## src/rtl/cfxd_pkg.sv

```systemverilog
package cfxd_pkg;

  // Segment buffer geometry.
  localparam int SEG_DEPTH = 62;
  localparam int SEG_AW    = $clog2(SEG_DEPTH);
  localparam int LEN_W     = $clog2(SEG_DEPTH + 1);
  // The drain counter runs over the payload plus CR and LF.
  localparam int CNT_W     = $clog2(SEG_DEPTH + 3);

  // Configuration port.
  localparam int CFG_DW = 64;
  localparam int CFG_AW = 4;
  // Byte address bit that selects the register slot (8 bytes per slot).
  localparam int CFG_IDX_BIT = 3;
  localparam logic REG_XOR_KEY = 1'b0;
  localparam logic [CFG_DW-1:0] XOR_KEY_RST = 64'h0504_0D07_0809_0A0B;

  // Marker and line-end characters.
  localparam logic [7:0] CH_LT   = 8'h3C;  // '<'
  localparam logic [7:0] CH_BANG = 8'h21;  // '!'
  localparam logic [7:0] CH_DASH = 8'h2D;  // '-'
  localparam logic [7:0] CH_GT   = 8'h3E;  // '>'
  localparam logic [7:0] CH_CR   = 8'h0D;
  localparam logic [7:0] CH_LF   = 8'h0A;

  // Top-level sequencer states.
  typedef enum logic [1:0] {
    ST_SCAN  = 2'b01,
    ST_DRAIN = 2'b10
  } state_t;

endpackage

```

## src/rtl/cfxd_ram.sv

```systemverilog
module cfxd_ram #(
  parameter int WIDTH = 8,
  parameter int DEPTH = 62,
  localparam int AW = $clog2(DEPTH)
) (
  input  logic             clk,
  input  logic             we,
  input  logic [AW-1:0]    waddr,
  input  logic [WIDTH-1:0] wdata,
  input  logic             re,
  input  logic [AW-1:0]    raddr,
  output logic [WIDTH-1:0] rdata
);

  logic [WIDTH-1:0] mem [DEPTH];

  // One write port, one registered read port; read data holds when idle.
  always_ff @(posedge clk) begin
    if (we) begin
      mem[waddr] <= wdata;
    end
    if (re) begin
      rdata <= mem[raddr];
    end
  end

endmodule

```

## src/rtl/comment_framed_xor_deframer.sv

```systemverilog
// Comment-framed XOR deframer.
//
// The in_ channel takes one raw byte per item and scans it for "<!--" ... "-->"
// frames. Payload bytes of the current frame are written into a 62-entry
// segment RAM as they settle (two bytes after arrival). While scanning, one
// item is accepted every cycle.
//
// On a close marker that has a valid opener, in_tready drops and the stored
// payload is read back one entry per cycle, unless the receiver stalls,
// through the RAM's single read port, XORed with the 8-byte key and sent on
// the out_ channel, followed by CR and LF (tlast on the LF). The input stays
// held until the LF has been issued to the read stage. After the close byte
// is accepted, the first result passes from the sequencer through the read
// stage into the output register. tuser flags a frame whose payload overflowed
// the buffer. A close without an opener emits nothing and does not stall.
//
// A stall on out_tready backs up the RAM read stage and then the sequencer;
// nothing is dropped. Synchronous reset restores the key and clears all
// scanning state; the RAM needs no clearing pass.
module comment_framed_xor_deframer (
  input  logic                          clk,
  input  logic                          rst_n,
  // Input item stream.
  input  logic                          in_tvalid,
  output logic                          in_tready,
  input  logic [7:0]                    in_tdata,   // [7:0] in_byte
  // Result item stream.
  output logic                          out_tvalid,
  input  logic                          out_tready,
  output logic [7:0]                    out_tdata,  // [7:0] out_byte
  output logic                          out_tlast,
  output logic                          out_tuser,  // [0] truncated
  // Configuration port.
  input  logic                          cfg_psel,
  input  logic                          cfg_penable,
  input  logic                          cfg_pwrite,
  input  logic [cfxd_pkg::CFG_AW-1:0]   cfg_paddr,
  input  logic [cfxd_pkg::CFG_DW-1:0]   cfg_pwdata,
  output logic [cfxd_pkg::CFG_DW-1:0]   cfg_prdata,
  output logic                          cfg_pready
);

  import cfxd_pkg::*;

  // Configuration register.
  logic [CFG_DW-1:0] xor_key_r;
  logic              cfg_sel_key;

  assign cfg_pready  = 1'b1;
  assign cfg_sel_key = (cfg_paddr[CFG_IDX_BIT] == REG_XOR_KEY);
  assign cfg_prdata  = cfg_sel_key ? xor_key_r : '0;

  always_ff @(posedge clk) begin
    if (!rst_n) begin
      xor_key_r <= XOR_KEY_RST;
    end else if (cfg_psel && cfg_penable && cfg_pwrite && cfg_pready && cfg_sel_key) begin
      xor_key_r <= cfg_pwdata;
    end
  end

  // Scanner state.
  state_t            state_r, state_nxt;
  logic [23:0]       window_r, window_nxt;
  logic [2:0]        bsc_r, bsc_nxt;
  logic              opener_seen_r, opener_seen_nxt;
  logic [LEN_W-1:0]  seg_len_r, seg_len_nxt;
  logic              seg_ovf_r, seg_ovf_nxt;
  logic [1:0]        tags_r, tags_nxt;

  // Drain sequencer state.
  logic [LEN_W-1:0]  drain_len_r, drain_len_nxt;
  logic              drain_trunc_r, drain_trunc_nxt;
  logic [CNT_W-1:0]  cnt_r, cnt_nxt;

  // Read stage (aligned with RAM read data) and output register.
  logic              p1_valid_r, p1_valid_nxt;
  logic              p1_mem_r, p1_mem_nxt;
  logic [2:0]        p1_kidx_r, p1_kidx_nxt;
  logic [7:0]        p1_byte_r, p1_byte_nxt;
  logic              p1_last_r, p1_last_nxt;
  logic              p1_trunc_r, p1_trunc_nxt;
  logic              out_valid_r, out_valid_nxt;
  logic [7:0]        out_byte_r, out_byte_nxt;
  logic              out_last_r, out_last_nxt;
  logic              out_trunc_r, out_trunc_nxt;

  // RAM ports.
  logic              ram_we, ram_re;
  logic [SEG_AW-1:0] ram_waddr, ram_raddr;
  logic [7:0]        ram_wdata, ram_rdata;

  logic              in_fire, is_close, opener_now, load, issue;
  logic [7:0]        c1, c2, c3, key_byte;

  assign in_tready  = (state_r == ST_SCAN);
  assign in_fire    = in_tvalid && in_tready;
  assign c1         = window_r[7:0];
  assign c2         = window_r[15:8];
  assign c3         = window_r[23:16];
  assign is_close   = (bsc_r >= 3'd2) && (c2 == CH_DASH) && (c1 == CH_DASH)
                      && (in_tdata == CH_GT);
  assign opener_now = (bsc_r >= 3'd3) && (c3 == CH_LT) && (c2 == CH_BANG)
                      && (c1 == CH_DASH) && (in_tdata == CH_DASH);

  // The output register takes the read stage whenever it is free or emptying.
  assign load  = p1_valid_r && (!out_valid_r || out_tready);
  assign issue = (state_r == ST_DRAIN) && (!p1_valid_r || load);

  assign key_byte  = xor_key_r[8*p1_kidx_r +: 8];
  assign ram_waddr = seg_len_r[SEG_AW-1:0];
  assign ram_wdata = c2;
  assign ram_raddr = cnt_r[SEG_AW-1:0];

  // Scanning: window shift, marker detection and payload capture; then drain sequencing.
  always_comb begin
    state_nxt       = state_r;
    window_nxt      = window_r;
    bsc_nxt         = bsc_r;
    opener_seen_nxt = opener_seen_r;
    seg_len_nxt     = seg_len_r;
    seg_ovf_nxt     = seg_ovf_r;
    tags_nxt        = tags_r;
    drain_len_nxt   = drain_len_r;
    drain_trunc_nxt = drain_trunc_r;
    cnt_nxt         = cnt_r;
    ram_we          = 1'b0;
    ram_re          = 1'b0;
    p1_valid_nxt    = p1_valid_r && !load;
    p1_mem_nxt      = p1_mem_r;
    p1_kidx_nxt     = p1_kidx_r;
    p1_byte_nxt     = p1_byte_r;
    p1_last_nxt     = p1_last_r;
    p1_trunc_nxt    = p1_trunc_r;

    if (in_fire) begin
      window_nxt = {window_r[15:0], in_tdata};
      if (is_close) begin
        // A close starts a drain only if an opener was confirmed.
        if (opener_seen_r) begin
          drain_len_nxt   = seg_len_r;
          drain_trunc_nxt = seg_ovf_r;
          cnt_nxt         = '0;
          state_nxt       = ST_DRAIN;
        end
        opener_seen_nxt = 1'b0;
        seg_len_nxt     = '0;
        seg_ovf_nxt     = 1'b0;
        tags_nxt        = '0;
        bsc_nxt         = '0;
      end else begin
        // Settle the byte two positions back.
        if (bsc_r >= 3'd2) begin
          if (tags_r[1]) begin
            opener_seen_nxt = 1'b1;
            seg_len_nxt     = '0;
            seg_ovf_nxt     = 1'b0;
          end else if (opener_seen_r) begin
            if (seg_len_r < LEN_W'(SEG_DEPTH)) begin
              ram_we      = 1'b1;
              seg_len_nxt = seg_len_r + 1'b1;
            end else begin
              seg_ovf_nxt = 1'b1;
            end
          end
        end
        tags_nxt = {tags_r[0], opener_now};
        if (bsc_r != 3'd7) begin
          bsc_nxt = bsc_r + 3'd1;
        end
      end
    end

    // Drain: payload reads from the RAM, then CR, then LF.
    if (issue) begin
      p1_valid_nxt = 1'b1;
      p1_trunc_nxt = drain_trunc_r;
      p1_kidx_nxt  = cnt_r[2:0];
      cnt_nxt      = cnt_r + 1'b1;
      if (cnt_r < CNT_W'(drain_len_r)) begin
        ram_re      = 1'b1;
        p1_mem_nxt  = 1'b1;
        p1_last_nxt = 1'b0;
      end else if (cnt_r == CNT_W'(drain_len_r)) begin
        p1_mem_nxt  = 1'b0;
        p1_byte_nxt = CH_CR;
        p1_last_nxt = 1'b0;
      end else begin
        p1_mem_nxt  = 1'b0;
        p1_byte_nxt = CH_LF;
        p1_last_nxt = 1'b1;
        state_nxt   = ST_SCAN;
      end
    end
  end

  // Output register.
  always_comb begin
    out_valid_nxt = out_valid_r && !out_tready;
    out_byte_nxt  = out_byte_r;
    out_last_nxt  = out_last_r;
    out_trunc_nxt = out_trunc_r;
    if (load) begin
      out_valid_nxt = 1'b1;
      out_byte_nxt  = p1_mem_r ? (ram_rdata ^ key_byte) : p1_byte_r;
      out_last_nxt  = p1_last_r;
      out_trunc_nxt = p1_trunc_r;
    end
  end

  always_ff @(posedge clk) begin
    if (!rst_n) begin
      state_r       <= ST_SCAN;
      window_r      <= '0;
      bsc_r         <= '0;
      opener_seen_r <= 1'b0;
      seg_len_r     <= '0;
      seg_ovf_r     <= 1'b0;
      tags_r        <= '0;
      cnt_r         <= '0;
      p1_valid_r    <= 1'b0;
      out_valid_r   <= 1'b0;
    end else begin
      state_r       <= state_nxt;
      window_r      <= window_nxt;
      bsc_r         <= bsc_nxt;
      opener_seen_r <= opener_seen_nxt;
      seg_len_r     <= seg_len_nxt;
      seg_ovf_r     <= seg_ovf_nxt;
      tags_r        <= tags_nxt;
      cnt_r         <= cnt_nxt;
      p1_valid_r    <= p1_valid_nxt;
      out_valid_r   <= out_valid_nxt;
    end
  end

  // Payload registers.
  always_ff @(posedge clk) begin
    drain_len_r   <= drain_len_nxt;
    drain_trunc_r <= drain_trunc_nxt;
    p1_mem_r      <= p1_mem_nxt;
    p1_kidx_r     <= p1_kidx_nxt;
    p1_byte_r     <= p1_byte_nxt;
    p1_last_r     <= p1_last_nxt;
    p1_trunc_r    <= p1_trunc_nxt;
    out_byte_r    <= out_byte_nxt;
    out_last_r    <= out_last_nxt;
    out_trunc_r   <= out_trunc_nxt;
  end

  assign out_tvalid = out_valid_r;
  assign out_tdata  = out_byte_r;
  assign out_tlast  = out_last_r;
  assign out_tuser  = out_trunc_r;

  // Segment payload store.
  cfxd_ram #(
    .WIDTH (8),
    .DEPTH (SEG_DEPTH)
  ) u_seg_ram (
    .clk   (clk),
    .we    (ram_we),
    .waddr (ram_waddr),
    .wdata (ram_wdata),
    .re    (ram_re),
    .raddr (ram_raddr),
    .rdata (ram_rdata)
  );

endmodule

```

## config.mk

```make
export PLATFORM = sky130hd
export DESIGN_NAME = comment_framed_xor_deframer
export DESIGN_NICKNAME = d
export VERILOG_FILES = /design/src/rtl/cfxd_pkg.sv /design/src/rtl/cfxd_ram.sv /design/src/rtl/comment_framed_xor_deframer.sv
export SDC_FILE = /design/constraint.sdc
export NUM_CORES = 1
export LEC_CHECK = 0
export ABC_AREA = 0
export BUFFER_PORTS_ARGS = -buffer_cell sky130_fd_sc_hd__buf_2
export CAP_MARGIN = 10
export CORE_ASPECT_RATIO = 1.25
export CORE_UTILIZATION = 35
export DETAILED_ROUTE_END_ITERATION = 6
export PLACE_DENSITY_LB_ADDON = 0.05
export SYNTH_ARGS = -nofsm -noshare
export SYNTH_HDL_FRONTEND = slang
export SYNTH_SLANG_ARGS = --single-unit
```

## constraint.sdc

```tcl
create_clock -name clk -period 8.8 [get_ports clk]
set_clock_uncertainty 0.1 [all_clocks]
set_input_delay 2.2 -clock clk [delete_from_list [all_inputs] [get_ports clk]]
set_output_delay 2.2 -clock clk [all_outputs]
set_load 0.03 [all_outputs]
```

## Yosys cells after proc, flatten, opt, wreduce, memory -nomap -nowiden

Memories as Yosys holds them, arrays and structs flattened. A register that Yosys moved wholly into a read port is not among the register bits.
Cells that the tools add are included.

| storage, ports and cells | value |
|---|---|
| bits in writable memories | 496 |
| memories kept | 1 |
| register bits after elaboration | 143 |
| word-level logic and storage cells | 122 |
| input port bits | 83 |
| output and inout port bits | 77 |

| operators by class | value |
|---|---|
| bitwise logic cells | 3 |
| order comparisons | 4 |
| equal/unequal tests | 11 |
| add/subtract/negate cells | 3 |
| multiplexer cells | 42 |
| reductions and logical operators | 36 |
| shift operators | 1 |

Memory list:

| name | depth | width | rd ports | clocked after memory_dff | wr ports | RTL line | source |
|---|---|---|---|---|---|---|---|
| u_seg_ram.mem | 62 | 8 | 1 | 1 | 1 | cfxd_ram.sv:15 | `logic [WIDTH-1:0] mem [DEPTH];` |

Operators with widths:

| kind | count |
|---|---|
| two-way mux 64 bit | 1 |
| variable part select 64 x 7 -> 8 bit | 1 |
| == test 8 x 6 -> 1 bit (second input constant) | 6 |
| two-way mux 6 bit | 5 |
| two-way mux 7 bit | 4 |
| two-way mux 1 bit | 21 |
| logical AND 1 bit | 15 |
| two-way mux 2 bit | 7 |
| nonzero test 2 bit | 6 |
| two-way mux 3 bit | 3 |
| AND reduction 3 bit | 3 |
| two-way mux 8 bit | 1 |
| AND reduction 4 bit | 2 |
| bitwise XOR 8 bit | 1 |
| adder 7 x 1 -> 7 bit (second input constant) | 1 |
| == test 7 x 6 -> 1 bit | 1 |
| less-than comparator 7 x 6 -> 1 bit | 1 |
| adder 6 x 1 -> 6 bit (second input constant) | 1 |
| greater-or-equal comparator 3 x 2 -> 1 bit (second input constant) | 2 |
| less-than comparator 6 bit (second input constant) | 1 |
| inequality test 3 bit (second input constant) | 2 |
| nonzero test 3 bit | 2 |
| logical NOT 1 bit | 4 |
| AND reduction 2 bit | 2 |
| 5 further kinds | 7 |

## Logic depth before layout (Yosys ltp)

Gate-level depths: netlist of run 1.

| logic depth | value |
|---|---|
| depth after elaboration | 9 |
| depth in mapped cells | 11 |

## By module

A second synthesis of run 1 with hierarchy kept.

| second synthesis, totals | value |
|---|---|
| cells, all modules | 1652 |
| area total of the unflattened synthesis | 25899.8 µm² |

Modules (own cells, without submodules):

| module | area an instance (µm²) | seq. area each (µm²) | cells each | instances |
|---|---|---|---|---|
| cfxd_ram | 19636.3 | 15134.5 | 935 | 1 |
| comment_framed_xor_deframer | 6263.5 | 2992.9 | 717 | 1 |

## Worst setup path before layout of run 1

No wires, ideal clock.

| timing path | value |
|---|---|
| kind | input port to output port |
| start point | in cfg_paddr[3] in the netlist's numbering |
| end point | out cfg_prdata[10] in the netlist's numbering |
| data arrival time | 3.045 ns |
| data required time | 6.500 ns |
| stages | 3 |
| path buffers | 2 |
| setup slack | 3.455 ns |
| cell sequence | clkbuf_1 > clkbuf_1 > nor2b_1 |

| between the ends | value |
|---|---|
| cells in the longest elaborated chain, start to end | 1 |

RTL lines:

| item | RTL line | source |
|---|---|---|
| start: declaration | comment_framed_xor_deframer.sv:37 | `input logic [cfxd_pkg::CFG_AW-1:0] cfg_paddr,` |
| two-way mux 64 bit | comment_framed_xor_deframer.sv:51 | `assign cfg_prdata = cfg_sel_key ? xor_key_r : '0;` |
| end: declaration | comment_framed_xor_deframer.sv:39 | `output logic [cfxd_pkg::CFG_DW-1:0] cfg_prdata,` |

No other way between the ends.

## Worst setup path in the final report of run 1

| timing path | value |
|---|---|
| start point | in cfg_paddr[3] in the netlist's numbering |
| end point | out cfg_prdata[24] in the netlist's numbering |

The elaborated chain is that of the path after synthesis.

==> results of run 1 <==
cells in the mapped netlist (12+ instances only):
| cell | count |
|---|---|
| o21ai_0 | 20 |
| mux2_2 | 30 |
| nor2b_1 | 74 |
| clkbuf_1 | 59 |
| dfxtp_1 | 112 |
| a31oi_1 | 12 |
| mux2i_1 | 51 |
| nor2_1 | 61 |
| nor3_1 | 31 |
| a21oi_1 | 89 |
| nand2_1 | 231 |
| inv_1 | 13 |
| buf_2 | 21 |
| buf_4 | 16 |
| nand3_1 | 40 |
| mux4_2 | 118 |
| and2_1 | 13 |
| edfxtp_1 | 529 |
logic make-up after synthesis:
family                   synth area share [%]
adder cells (fa/ha/maj)                 0.528
flip-flops                               69.5
XOR/XNOR                                0.302
other                                  0.0144
AND/OR/NAND/NOR                          9.09
buffers and inverters                    2.32
multiplexers                             13.4
AO/OA/AOI/OAI                            4.76
sequential cells by signal, indices dropped and copies added, names as in the netlist:
register,cells
bsc_r,3
cnt_r,7
drain_len_r,6
drain_trunc_r,1
opener_seen_r,1
out_tdata,8
out_tlast,1
out_tuser,1
out_tvalid,1
p1_byte_r,2
p1_kidx_r,3
p1_last_r,1
p1_mem_r,1
p1_trunc_r,1
p1_valid_r,1
ram_waddr,6
seg_ovf_r,1
state_r,2
tags_r,2
u_seg_ram.mem,496
u_seg_ram.rdata,8
window_r,24
xor_key_r,64
layer usage:
layer	global-route usage, %	vias up	wire (um)
met2	32.4	336	35900
li1	-	6778	-
met5	0	-	0
met1	24.3	7699	30500
met3	2.51	74	2890
met4	4.82	0	1170
report_power, final:
part           leakage, nW  switching (mW)  total (mW)  internal (mW)
Sequential            5.05          0.0138        3.28           3.27
Combinational         2.79          0.0861       0.123         0.0369
Clock                 1.09            1.20        2.86           1.67
path summary, 6_finish.rpt:
path,cells after the start,to,start,slack (ns)
max,3,cfg_prdata[24],cfg_paddr[3],3.07
min,0,out_tuser,p1_trunc_r,0.32
max reg2reg,6,u_seg_ram.mem[20][6],ram_waddr[4],5.04
min reg2reg,0,out_tuser,p1_trunc_r,0.32
worst register-to-register path, stage by stage (launching register included):
cell and delay [ns]:
dfxtp_1 0.30, buf_4 0.22, and2_1 0.30, a2111oi_4 0.67, nand4b_2 0.69, nor3_1 0.91, buf_4 0.28
cell type report:
| cell class | instances | area, sq um | share of cell area, % |
|---|---|---|---|
| tap | 960 | 1200 | 3.99 |
| multi-input combinational | 912 | 7380 | 24.5 |
| timing repair buffer | 200 | 1130 | 3.74 |
| sequential | 641 | 18200 | 60.2 |
| inverter | 15 | 56.3 | 0.187 |
| clock buffer | 93 | 1930 | 6.41 |
| clock inverter | 34 | 290 | 0.963 |
==> impl_metrics.toml, run 1 <==
[status]
status = "finished clean"

[routing]
dr_total_vias = 14887
drt-wirelength-per-cell_um = 24.7
first_iter_violations = 948
drcViolationCount = 0
ant_nets = 0
drt_wl_total_mm = 70.5
dr.pass1.iters = 5
viasPerCell = 5.21

[clock_tree]
h-tree-depth = 3
root_buffer = "clkbuf_16"
path_clk_slew_ns = 0.05
clk_path_buf_depth = 3
insertion_delay_ns = 0.61
post_cts_buffers = 0
post_cts_resize_count = 0
cts_made_buffers = 69
ctsHoldBuffers = 0
cts_tree = "yes"
cts_sinks = 641

[critical_path]
cp_slowest_stage_delay_ns = 0.80
cpMostUsedCell = "buf_2"
cp-start-kind = "input pin"
end_kind = "output port"
cp.arrival_ns = 3.43
crit_required_ns = 6.50
path_cells = "buf_2 > nor2b_1 > buf_2"
critPathBufInv = 2
crit_slowest_cell = "buf_2"
critPathTopFamily = "buffers and inverters"
crit_type = "in -> out"
critPathMaxFanout = 66

[sta]
layout_min_cycle_time_ns = 5.73
setup_viol = 0
fin_crit_sh_pct = 65.1
drv_slew = 0
fin_hold_ws_ns = 0.319
maxSlewHeadroom_pct = 27.4
setup_ws_ns = 3.07
fin_tns_setup_ns = 0
worstMarginPinSlew_ns = 1.09
hold_viol_final = 0
rsz0062_at_grt = "false"
fmaxAchievable_mhz = 174

[synthesis]
synth_top_area_share_pct = 60.9
synthTopCellsByArea = "edfxtp_1, mux4_2, dfxtp_1, nand2_1, mux2i_1"
netlist_area_sq_um = 26100
synthCells = 1679
yosysWarnings = 0
ys_ff_latch = 641
yosysTopAreaCell = "edfxtp_1"
async_reset_ff_share_pct = 0
synth_ff_type = "edfxtp_1"
ys_types = 68
synth.net_count = 1773
synth_edf_count = 529
synth-seq-area-share_pct = 69.5
avgSynthCellArea_sq_um = 15.5

[job]
cap_violations = 0

[grt]
grt_first_pass_wirelength_mm = 102
grt-ovfl-total = 0
grt_pass1_vias = 15002
antenna_found_initial = 1
grt_max_degree = 78
grt_usage_pct = 18.6

[cells_and_area]
finalNonFillerCells = 2855
drive_gt1_share_pct = 25.5
diodes = 0
fin_util_pct = 41.0
fillers = 6791
synthToLayoutAreaGrowth_pct = 15.6
layout_commonest_cell = "edfxtp_1"
fin_nets = 1933
finalInstanceArea_sq_um = 30100
final_cell_mix = "edfxtp_1, nand2_1, buf_2, mux4_2, dfxtp_1"

[hold_path]
hold_path.class = "reg -> reg"

[power_and_ir_drop]
p_per_area_nw_per_um2 = 208
vdd_drop_max_v = 0.000136
power_leakage_nw = 8.93
p_total_mw = 6.27

[floorplan]
row_count = 111
core_sq_um = 73500
dieArea_sq_um = 75600
die_h_um = 307
die_w_um = 246
pin_count = 160
start_util_pct = 35.5

[place]
dp_slack_ns = 3.06
io_buffer_count = 155
placed_cell_area_sq_um = 27900
dp_hpwl_mm = 44.1
place.gp.congestion = 0.789
dpl.cell_count = 2728
(Power assumes the default switching activity.)
==> run 2: changes to the inputs <==
==> constraint.sdc (replaced) <==
create_clock -name clk -period 5.2 [get_ports clk]
set_clock_uncertainty 0.1 [all_clocks]
set_input_delay 1.3 -clock clk [delete_from_list [all_inputs] [get_ports clk]]
set_output_delay 1.3 -clock clk [all_outputs]
set_load 0.03 [all_outputs]
==> run 2 against run 1 <==
  * Power grew 68%
  * Global-route usage increased by 0.44 points
  * Via count is 0.12% lower
  * Sequential share of layout area is 0.11 points lower
  * Die area unchanged
  * Critical path depth stayed put
  * Clock-buffer cell count down 1
  * Hold slack is essentially flat
  * Non-clock buffer count grew 20
  * Critical endpoint is now cfg_prdata[8]
  * Largest cell class unchanged
==> impl_metrics.toml, run 2 (synthesis results as in run 1) <==
[clock_tree]
insertion_delay_ns = 0.60
path_clk_slew_ns = 0.06
ctsHoldBuffers = 0
cts_made_buffers = 70
post_cts_buffers = 0
root_buffer = "clkbuf_16"
clk_path_buf_depth = 3
h-tree-depth = 3
post_cts_resize_count = 0
cts_sinks = 641
cts_tree = "yes"

[cells_and_area]
final_cell_mix = "edfxtp_1, nand2_1, buf_2, mux4_2, dfxtp_1"
synthToLayoutAreaGrowth_pct = 15.8
layout_commonest_cell = "edfxtp_1"
finalNonFillerCells = 2873
largestRegisters = "u_seg_ram.mem x496, xor_key_r x64, window_r x24"
regMostFlops = "u_seg_ram.mem"
fin_nets = 1954
largest_reg_flops = 496
finalInstanceArea_sq_um = 30200
drive_gt1_share_pct = 25.7
fillers = 6855

[critical_path]
cp-startpoint = "cfg_paddr[3]"
cp_slowest_stage_delay_ns = 0.86
crit_slowest_cell = "buf_2"
reg2reg_slack_ns = 1.61
critPathMaxFanout = 66
r2r_end = "u_seg_ram.mem[41][4]"
cp.arrival_ns = 2.69
cpMostUsedCell = "buf_2"
cp-start-kind = "input pin"
r2r-start = "ram_waddr[2]"
end_kind = "output port"
path_cells = "buf_2 > nor2b_1 > buf_2"
reg2reg_depth = 4
crit_type = "in -> out"
crit_required_ns = 3.80
setup.worst_path.end = "cfg_prdata[8]"

[sta]
worstMarginPinSlew_ns = 1.19
setup_viol = 0
fmaxAchievable_mhz = 245
drv_slew = 0
hold_viol_final = 0
layout_min_cycle_time_ns = 4.09
rsz0062_at_grt = "false"
maxSlewHeadroom_pct = 20.5
fin_tns_setup_ns = 0
fin_crit_sh_pct = 78.6

[grt]
antenna_found_initial = 3
grt-ovfl-total = 0
grt_first_pass_wirelength_mm = 104
grt_pass1_vias = 15288
grt_max_degree = 67
grt_usage_pct = 19.1

[power_and_ir_drop]
power_leakage_nw = 9.00
p_total_mw = 10.5
p_per_area_nw_per_um2 = 349
vdd_drop_max_v = 0.000261

[place]
io_buffer_count = 155
dpl.cell_count = 2747
placed_cell_area_sq_um = 28000
dp_hpwl_mm = 45.0
place.gp.congestion = 0.792

[floorplan]
die_h_um = 307
core_sq_um = 73500
die_w_um = 246
dieArea_sq_um = 75600
row_count = 111
start_util_pct = 35.5
pin_count = 160

[routing]
drcViolationCount = 0
dr_total_vias = 14869
dr.pass1.iters = 5
drt_wl_total_mm = 71.0
drt-wirelength-per-cell_um = 24.7
viasPerCell = 5.18
ant_nets = 0
first_iter_violations = 1062

[hold_path]
hold_path.class = "reg -> reg"

[job]
cap_violations = 0

[status]
status = "finished clean"
run 2: final cells by class:
class                           instances  area (sq um)  area share (%)
Tap cell                              960          1200            3.98
Clock inverter                         32           256           0.850
Inverter                               15          56.3           0.187
Multi-Input combinational cell        912          7340            24.3
Sequential cell                       641         18100            60.1
Timing Repair Buffer                  220          1290            4.26
Antenna cell                            1          2.50         0.00829
Clock buffer                           92          1900            6.29
run 2: worst min-delay path by stage:
| stage | startpoint | depth (start not counted) | slack [ns] | endpoint |
|---|---|---|---|---|
| floorplan | p1_last_r | 0 | 0.30 | out_tlast |
| global placement | p1_trunc_r | 0 | 0.31 | out_tuser |
| detailed placement | p1_last_r | 0 | 0.31 | out_tlast |
| CTS | p1_last_r | 0 | 0.32 | out_tlast |
| global route | p1_last_r | 0 | 0.33 | out_tlast |
| finish | drain_trunc_r | 0 | 0.32 | p1_trunc_r |
run 2: layer usage:
layer  part of all wire, %  global-route usage, %
met4                   2.8                   6.98
met3                   4.7                   2.86
met5                     0                      0
met1                    43                   25.2
met2                    49                   31.7
run 2: metrics by stage:
step | utilization (%) | setup slack (ns) | hold WS [ns]
floorplan | - | 1.66 | 0.300
global placement | 38.1 | 0.869 | 0.308
detailed placement | 38.1 | 0.812 | 0.306
CTS | 41.1 | 1.08 | 0.320
global route | 41.1 | 0.984 | 0.332
finish | 41.1 | 1.11 | 0.319
run 2: power by group:
part	switching [mW]	internal (mW)
clock network	1.99	2.76
registers	0.0163	5.53
logic	0.153	0.0632
total	2.16	8.36
run 2: critical path, delay by kind of cell:
kind	cells	cell delay, ns
buffers and inverters	2	1.12
and+or+nand+nor	1	0.23
==> run 3: changes to the inputs <==
==> constraint.sdc (replaced) <==
create_clock -name clk -period 4.2 [get_ports clk]
set_clock_uncertainty 0.1 [all_clocks]
set_input_delay 1.05 -clock clk [delete_from_list [all_inputs] [get_ports clk]]
set_output_delay 1.05 -clock clk [all_outputs]
set_load 0.03 [all_outputs]
==> run 3 against run 2 <==
  * Hold slack improved by 0.00054 ns
  * Via count is 0.51% higher
  * Clock-buffer cell count is 3 lower
  * Sequential power grew 24%
  * Combinational power increased by 25%
  * Wire length is 0.32% lower
  * Final area increased by 0.50%
  * Register-to-register slack lost 0.82 ns
  * Critical endpoint is now u_seg_ram.rdata[4]
  * Largest power group unchanged
==> impl_metrics.toml, run 3 (synthesis results as in run 1) <==
[power_and_ir_drop]
vdd_drop_max_v = 0.000347
p_total_mw = 13.1
power_leakage_nw = 9.08
p_per_area_nw_per_um2 = 432

[floorplan]
row_count = 111
die_w_um = 246
dieArea_sq_um = 75600
pin_count = 160
start_util_pct = 35.5
core_sq_um = 73500
die_h_um = 307

[cells_and_area]
synthToLayoutAreaGrowth_pct = 16.4
multi_input_area_sq_um = 7340
largest_reg_flops = 496
fin_nets = 1965
finalInstanceArea_sq_um = 30300
fin_util_pct = 41.3
regMostFlops = "u_seg_ram.mem"
largestRegisters = "u_seg_ram.mem x496, xor_key_r x64, window_r x24"
layout_commonest_cell = "edfxtp_1"
drive_gt1_share_pct = 26.6
fillers = 6786
regArea_sq_um = 18100
final_cell_mix = "edfxtp_1, nand2_1, buf_2, mux4_2, dfxtp_1"

[grt]
grt-ovfl-total = 0
grt_max_degree = 72
grt_pass1_vias = 15310
antenna_found_initial = 3
grt_usage_pct = 19.0
grt_first_pass_wirelength_mm = 104

[place]
placed_cell_area_sq_um = 28100
dp_hpwl_mm = 45.4
io_buffer_count = 155
place.gp.congestion = 0.787

[critical_path]
cp_slowest_stage_delay_ns = 0.94
cp.arrival_ns = 3.62
critPathMaxFanout = 40
critPathTopFamily = "multiplexers"
crit_slowest_cell = "dfxtp_4"
end_kind = "register"
path_cells = "mux4_2 > mux2_2 > a2111oi_0 > buf_4 > nor4_1"
crit_required_ns = 4.41
cp-start-kind = "register"
critPathBufInv = 1
crit_type = "reg -> reg"

[sta]
setup_viol = 0
hold_viol_final = 0
fin_crit_sh_pct = 81.2
layout_min_cycle_time_ns = 3.41
rsz0062_at_grt = "false"
drv_slew = 0
fin_hold_ws_ns = 0.319
fmaxAchievable_mhz = 293
worstMarginPinSlew_ns = 1.26
fin_tns_setup_ns = 0
maxSlewHeadroom_pct = 15.9

[routing]
ant_nets = 0
drt-wirelength-per-cell_um = 24.5
dr_total_vias = 14945
dr.pass1.iters = 5
drcViolationCount = 0
viasPerCell = 5.17
drt_wl_total_mm = 70.8
first_iter_violations = 1123

[job]
cap_violations = 0

[clock_tree]
post_cts_buffers = 0
ctsHoldBuffers = 0
cts_made_buffers = 69
insertion_delay_ns = 0.61
cts_tree = "yes"
post_cts_resize_count = 0
path_clk_slew_ns = 0.06
root_buffer = "clkbuf_16"
clk_path_buf_depth = 3
h-tree-depth = 3
cts_sinks = 641

[status]
status = "finished clean"

[hold_path]
hold_path.class = "reg -> reg"
## run 3: cell types whose count changed in the layout (fill, tap and decap cells not counted)
cell and change:
buf_12 +1, buf_4 +12, clkbuf_1 -4, clkbuf_16 -1
clkbuf_2 -1, clkbuf_8 +2, clkinv_1 -2, clkinv_4 -1
clkinvlp_2 +1, clkinvlp_4 +3, diode_2 +1, inv_6 +5
## run 3: final timing paths
check             start  slack, ns                 end  cells past startpoint
max            cnt_r[0]       0.79  u_seg_ram.rdata[4]                      5
min          p1_trunc_r       0.32           out_tuser                      0
max reg2reg    cnt_r[0]       0.79  u_seg_ram.rdata[4]                      5
min reg2reg  p1_trunc_r       0.32           out_tuser                      0
## run 3: routing by layer
layer / vias up / part of all wire [%] / GRT usage (%)
met1: 7632 / 42 / 24.6
met4: 0 / 2.2 / 5.91
li1: 6836 / - / -
met3: 85 / 5.0 / 3.02
met5: - / 0 / 0
met2: 392 / 51 / 32.5
## run 3: where the power goes
part	total [mW]	switching, mW	internal (mW)
Sequential	6.87	0.0201	6.85
Combinational	0.269	0.189	0.0798
Clock	5.97	2.53	3.44
Total	13.1	2.74	10.4
## run 3: cell type report
cell class / instances / share of cell area [%]
clock inverters: 38 / 1.03
well taps: 960 / 3.96
flip-flops and latches: 641 / 59.8
multi-input cells: 912 / 24.2
diodes: 2 / 0.0165
inverters: 15 / 0.186
repair buffers: 232 / 4.59
clock buffers: 89 / 6.21
## run 3: metrics by stage
step                      instances  worst slack [ns]
after floorplan                1679             0.909
after global placement         2760             0.486
after detailed placement       2760             0.485
after CTS                      2887             0.724
after global routing           2888             0.629
final                          2889             0.788
